$ cat src/rtl/bmhp_pkg.sv
// ----------------------------------------------------------------------------
// bmhp_pkg
// Shared types and constants for the bounded min-heap pool.
// ----------------------------------------------------------------------------
`default_nettype none
package bmhp_pkg;

    localparam int DEF_CAPACITY = 64;
    localparam int DEF_KEY_BITS = 32;
    localparam int IN_KEY_W     = 32;
    localparam int VALUE_W      = 32;
    localparam int COUNT_OUT_W  = 7;

    // controller states
    typedef enum logic [3:0] {
        ST_IDLE,
        ST_SRCH_RD,
        ST_SRCH_CMP,
        ST_DECIDE,
        ST_UP_RD,
        ST_UP_CMP,
        ST_DN_RD_L,
        ST_DN_RD_R,
        ST_DN_CMP,
        ST_DN_WB,
        ST_DONE
    } t_state;

    // commands from controller to datapath
    typedef struct packed {
        logic load;        // capture input beat
        logic srch_start;  // reset search index
        logic srch_rd;     // read slot at search index
        logic srch_next;   // advance search index
        logic append;      // grow count, set cursor to tail, start sift up
        logic replace;     // capture root for eviction, cursor to root, start sift down
        logic up_rd;       // read parent of cursor
        logic up_swap;     // write parent into cursor slot, move cursor up
        logic up_place;    // write held entry at cursor
        logic dn_rd_l;     // read left child
        logic dn_rd_r;     // read right child
        logic dn_swap;     // move chosen child up, cursor down
        logic dn_place;    // write held entry at cursor
        logic dn_cap_l;    // capture left child read data
        logic result;      // load the output register
    } t_cmd;

    // status from datapath to controller
    typedef struct packed {
        logic srch_hit;
        logic srch_end;    // index has reached count
        logic full;
        logic up_top;      // cursor is the root
        logic up_go;       // parent strictly greater than held entry
        logic dn_has_l;
        logic dn_has_r;
        logic dn_go;       // a child must rise
    } t_sts;

endpackage
`default_nettype wire

$ cat src/rtl/bmhp_ctrl.sv
// ----------------------------------------------------------------------------
// bmhp_ctrl
// Controller state machine: sequences search, insert and sift steps.
// ----------------------------------------------------------------------------
`default_nettype none
module bmhp_ctrl (
    input  wire logic           i_clk,
    input  wire logic           i_rst_n,
    input  wire logic           i_valid,
    output logic                o_stall,
    input  wire logic           i_out_busy,
    input  wire bmhp_pkg::t_sts i_sts,
    output bmhp_pkg::t_cmd      o_cmd
);
    import bmhp_pkg::*;

    t_state r_state, n_state;

    // state register
    always_ff @(posedge i_clk) begin
        if (!i_rst_n) begin
            r_state <= ST_IDLE;
        end else begin
            r_state <= n_state;
        end
    end

    // next state
    always_comb begin
        n_state = r_state;
        case (r_state)
            ST_IDLE:     if (i_valid) n_state = ST_SRCH_RD;
            ST_SRCH_RD:  n_state = i_sts.srch_end ? ST_DECIDE : ST_SRCH_CMP;
            ST_SRCH_CMP: n_state = i_sts.srch_hit ? ST_DONE : ST_SRCH_RD;
            ST_DECIDE:   n_state = i_sts.full ? ST_DN_RD_L : ST_UP_RD;
            ST_UP_RD:    n_state = i_sts.up_top ? ST_DONE : ST_UP_CMP;
            ST_UP_CMP:   n_state = i_sts.up_go ? ST_UP_RD : ST_DONE;
            ST_DN_RD_L:  n_state = i_sts.dn_has_l ? ST_DN_RD_R : ST_DONE;
            ST_DN_RD_R:  n_state = ST_DN_CMP;
            ST_DN_CMP:   n_state = i_sts.dn_go ? ST_DN_WB : ST_DONE;
            ST_DN_WB:    n_state = ST_DN_RD_L;
            ST_DONE:     if (!i_out_busy) n_state = ST_IDLE;
            default:     n_state = ST_IDLE;
        endcase
    end

    // outputs
    always_comb begin
        o_cmd   = '0;
        o_stall = 1'b1;
        case (r_state)
            ST_IDLE: begin
                o_stall        = 1'b0;
                o_cmd.load       = i_valid;
                o_cmd.srch_start = i_valid;
            end
            ST_SRCH_RD:  o_cmd.srch_rd = !i_sts.srch_end;
            ST_SRCH_CMP: o_cmd.srch_next = !i_sts.srch_hit;
            ST_DECIDE: begin
                o_cmd.append  = !i_sts.full;
                o_cmd.replace = i_sts.full;
            end
            ST_UP_RD: begin
                o_cmd.up_rd    = !i_sts.up_top;
                o_cmd.up_place = i_sts.up_top;
            end
            ST_UP_CMP: begin
                o_cmd.up_swap  = i_sts.up_go;
                o_cmd.up_place = !i_sts.up_go;
            end
            ST_DN_RD_L: begin
                o_cmd.dn_rd_l  = i_sts.dn_has_l;
                o_cmd.dn_place = !i_sts.dn_has_l;
            end
            ST_DN_RD_R: begin
                o_cmd.dn_rd_r  = 1'b1;
                o_cmd.dn_cap_l = 1'b1;
            end
            ST_DN_CMP:   o_cmd.dn_place = !i_sts.dn_go;
            ST_DN_WB:    o_cmd.dn_swap = 1'b1;
            ST_DONE:     o_cmd.result = !i_out_busy;
            default:     o_cmd = '0;
        endcase
    end

    // a beat is only taken when idle; sift-up placement and swap never coincide
    assert property (@(posedge i_clk) disable iff (!i_rst_n)
        !o_stall |-> r_state == ST_IDLE)
        else $error("input taken outside idle");
    assert property (@(posedge i_clk) disable iff (!i_rst_n)
        !(o_cmd.up_swap && o_cmd.up_place))
        else $error("sift up swap and place together");
    assert property (@(posedge i_clk) disable iff (!i_rst_n)
        o_cmd.result |=> r_state == ST_IDLE)
        else $error("result not followed by idle");

endmodule
`default_nettype wire

$ cat config.mk
export PLATFORM = sky130hd
export DESIGN_NAME = bmhp_ctrl
export DESIGN_NICKNAME = d
export VERILOG_FILES = /design/src/rtl/bmhp_pkg.sv /design/src/rtl/bmhp_ctrl.sv
export SDC_FILE = /design/constraint.sdc
export NUM_CORES = 1
export LEC_CHECK = 0
export ABC_CLOCK_PERIOD_IN_PS = 1500
export BUFFER_PORTS_ARGS = -buffer_cell sky130_fd_sc_hd__buf_2
export CAP_MARGIN = 20
export CORE_MARGIN = 2
export CORE_UTILIZATION = 28
export DETAILED_ROUTE_END_ITERATION = 7
export REMOVE_ABC_BUFFERS = 1
export SLEW_MARGIN = 20
export SYNTH_ARGS = -nofsm -noshare
export SYNTH_HDL_FRONTEND = slang
export SYNTH_SLANG_ARGS = --single-unit
$ cat constraint.sdc
create_clock -name i_clk -period 1.5 [get_ports i_clk]
set_input_delay 0.375 -clock i_clk [delete_from_list [all_inputs] [get_ports i_clk]]
set_output_delay 0.375 -clock i_clk [all_outputs]
set_load 0.05 [all_outputs]
==> implementation parameters <==
Parameter                              Value

Outcome
  Result of the run ... complete, but fails checks
  Failing checks ... setup timing

Die
  Vertical die dimension ... 45.0 µm
  Cell Rows ... 14
  Full die area ... 2020 µm²
  Number of ports placed on the die boundary ... 28
  Die W ... 45.0 µm
  Effective utilization at floorplan ... 30.5%
  Core area ... 1540 µm²

Timing
  Final Hold Viols ... 0
  Setup repair after global routing missed its margin ... true
  Max frequency ... 0.601 GHz
  Sum of negative setup slack ... -1.81 ns
  Transition at the pin with the smallest max-transition slack ... 0.311 ns
  Normalized max-slew margin ... 79.0%
  Worst hold margin ... 0.423 ns
  Min cycle time layout ... 1.66 ns
  Final WS setup ... -0.163 ns
  Number of max-slew violations in the final report ... 0
  Setup-failing EPs final ... 17
  Final worst-path cycle share ... 111%
  Clock skew ... 0.0000438 ns

Placement
  DP Wirelength ... 1.19 mm
  Buffers added on ports ... 26
  DP Cell Count ... 125
  Routability cong. ... 0.791
  Placed Instance Area ... 724 µm²

Worst setup path
  Kind of start point of the critical path ... flip-flop
  R2R depth ... 4
  Gate family responsible for the most delay along the worst path ... flip-flops
  Cell chain of the critical path ... or2b_4 > a211oi_4 > buf_6
  Required @ worst endpoint ... 1.12 ns
  Count of buffer and inverter cells on the critical path ... 1
  Worst Setup Path Type ... reg -> out
  Critical R2R Capture ... r_state[3]
  Slack of the worst reg-to-reg path ... -0.01 ns
  Logic depth of the worst setup path including buffers ... 3
  Maximum fanout along the worst path ... 7
  WP data arrival ... 1.29 ns
  Kind of end point of the critical path ... primary output
  Slowest Stage Delay on Critical Path ... 0.34 ns
  Worst Setup EP ... o_cmd[6]
  Master of the slowest instance on the critical path ... dfxtp_2
  Launch point of the worst path ... r_state[3]
  Start of the worst register-to-register path ... r_state[3]

Layout
  Fraction of final layout cells with drive strength greater than 1 ... 65.3%
  Sequential cell area ... 90.1 µm²
  Number of diodes added for antenna fixing ... 0
  Layout overhead on the synthesized area ... 125%
  Number of filler cells placed in the layout ... 105
  Cell Count, Final, Fillers Out ... 134
  Most flops, register ... r_state
  Post-layout instance area ... 1060 µm²
  Number of flip-flops under the largest register name ... 4
  Multi-input gate area ... 472 µm²
  Number of nets at the end of the flow ... 132
  Registers with the most flip-flops ... r_state x4

GRT
  Maximum number of pins on one net before global-route repair ... 10
  Routing layer with the top usage in global route ... met2
  GR met1 Demand/Resource ... 22.2%
  GR Layer Usage met3 ... 2.80%
  Wire length of the first global-routing pass ... 2.96 mm
  GR Util All Layers ... 20.1%
  Global routing met2 resource utilization ... 37.1%
  Number of global-route vias before repair ... 687
  Remaining Overflow, GRT ... 0
  Initial antenna violation count ... 0

Clocking
  Clk pin slew, worst setup/hold paths ... 0.04 ns
  Clock sink count ... 4
  Clock latency of the later-clocked register in the worst-skew pair ... 0.23 ns
  Number of hold buffers added after cts ... 0
  CTS Buf Count ... 3
  Maximum buffer depth of the clock tree ... 2
  Clock root buffer ... clkbuf_4
  Total number of H-tree levels ... 1
  CTS tree ... built

Routing
  Average routed wire per standard cell ... 15.2 µm
  Drt drc ... 0
  Detailed-route vias per instance ... 5.47
  Final WL ... 2.04 mm
  Initial detailed-routing violation count ... 10
  Final ANT Viol Nets ... 0
  First drt pass iteration count ... 5
  Detailed-route via count ... 733

Synthesis
  Complex-gate fraction of the synthesized area ... 26.1%
  Post-synthesis xor/xnor area fraction ... 1.86%
  Flip-flop and latch count after synthesis ... 4
  Number of warnings reported in the yosys synthesis log ... 0
  Fraction of the mapped netlist area in simple logic gates ... 37.5%
  Syn avg cell area ... 6.63 µm²
  Combinational family with the most area after synthesis ... simple AND/OR/NAND/NOR gates
  Cell count after synthesis ... 71
  Share of the yosys chip area belonging to registers ... 17.0%
  Portion of netlist area occupied by mux cells ... 5.32%
  Adder-cell area share of the yosys netlist ... 0%
  Yosys cell types ... 29
  Post-Synthesis Cell Area ... 470 µm²

Power
  Leak ... 0.488 nW
  Design Power ... 1.98 mW
  Power dissipated by switching net loads ... 1000 µW
  Sw frac ... 50.6%
  Power density over the cells ... 1870 nW/µm²
  Combinational fraction of design power ... 81.0%
  VDD IR-drop max ... 1440 µV
  Int Pwr ... 976 µW
  Fraction of power consumed by the clock network ... 6.5%
  Power share of the sequential group ... 12.6%

Flow run
  Max capacitance violation total ... 0

Hold path
  Min-Delay Path Depth ... 2
  Type of the worst min-delay path ... in -> reg
-- layout make-up --
cell class	instances	share of cell area [%]
clock buffers	3	2.13
inverters	5	2.01
multi-input cells	55	44.6
flip-flops and latches	4	8.51
well taps	16	1.89
repair buffers	51	40.9
-- cell families (layout without fill, tap and decap cells) --
group,after synthesis,after routing
and+or+nand+nor,35,35
DFF,4,4
buffers and inverters,12,59
xor gates and xnor gates,1,1
muxes,2,2
AOI/OAI and AO/OA,17,17
-- worst register-to-register path, delay by kind of cell, from the launching register on --
family	cells	cell delay, ns
multiplexers	1	0.29
flip-flops	1	0.38
AO/OA/AOI/OAI	2	0.55
buffers and inverters	1	0.16
-- placed cells by master, fill, tap and decap left out, types with 2 or more instances in the layout --
cell and instances:
buf_4 25, buf_6 12, buf_2 10, nor2_1 6, nand2_1 5, o21ai_0 5
inv_1 4, buf_8 4, nand2_4 3, nor2_4 3, nor4_4 3, a21oi_1 3
clkbuf_4 3, nor3_4 2, nand2b_1 2, nor2b_1 2, o31a_1 2, dfxtp_4 2
dfxtp_2 2
-- worst min path at each step --
stage / start / endpoint / slack (ns)
6_report: i_rst_n / r_state[1] / 0.42
5_1_grt: i_rst_n / r_state[1] / 0.43
2_1_floorplan: i_rst_n / r_state[2] / 0.49
3_3_place_gp: i_rst_n / r_state[1] / 0.67
4_1_cts: i_rst_n / r_state[1] / 0.41
3_5_place_dp: i_rst_n / r_state[1] / 0.67
-- cells in the mapped netlist (all sizes together) --
cell type | number | area (µm²)
xnor2 | 1 | 8.76
o211ai | 1 | 7.51
nor4 | 4 | 25.0
nand2b | 2 | 12.5
nor2 | 9 | 33.8
buf | 6 | 35.0
or2b | 1 | 11.3
nor3 | 4 | 20.0
mux2 | 1 | 15.0
a22o | 1 | 8.76
o31a | 2 | 17.5
nor2b | 2 | 12.5
a21oi | 3 | 15.0
a211oi | 1 | 12.5
nand2 | 9 | 33.8
nand3 | 1 | 5.00
a41o | 1 | 10.0
and4 | 1 | 8.76
mux2i | 1 | 10.0
clkbuf | 1 | 3.75
nand3b | 1 | 7.51
o21ai | 5 | 25.0
o32a | 1 | 10.0
inv | 5 | 18.8
o21a | 1 | 7.51
a311oi | 1 | 8.76
dfxtp | 4 | 80.1
and3 | 1 | 6.26
-- layer usage --
| metal | up-vias | routed length (µm) |
|---|---|---|
| met2 | 28 | 1160 |
| met4 | 0 | 38 |
| met1 | 351 | 736 |
| met5 | - | 0 |
| met3 | 8 | 100 |
| li1 | 346 | - |
-- per-stage QoR --
step	utilization, %	worst slack (ns)
finish	68.7	-0.163
global route	68.7	-0.208
CTS	61.5	-0.182
detailed placement	47.0	-0.0969
global placement	47.0	-0.0766
floorplan	-	-1.10
-- power by group through the flow --
stage | Combinational (mW) | Sequential, mW | Clock [mW]
after floorplan | 0.583 | 0.245 | 0
after global placement | 1.02 | 0.217 | 0
after detailed placement | 1.03 | 0.216 | 0
after CTS | 1.40 | 0.226 | 0.138
after global routing | 1.68 | 0.253 | 0.140
final | 1.60 | 0.248 | 0.128
-- repair_timing --
item                                    in CTS  in global routing
buffers inserted                             5                  1
gates resized for setup                     48                 25
pin swaps                                    6                  5
endpoints found under the setup margin      18                 18
No activity file was read; power rests on OpenSTA's default activity.
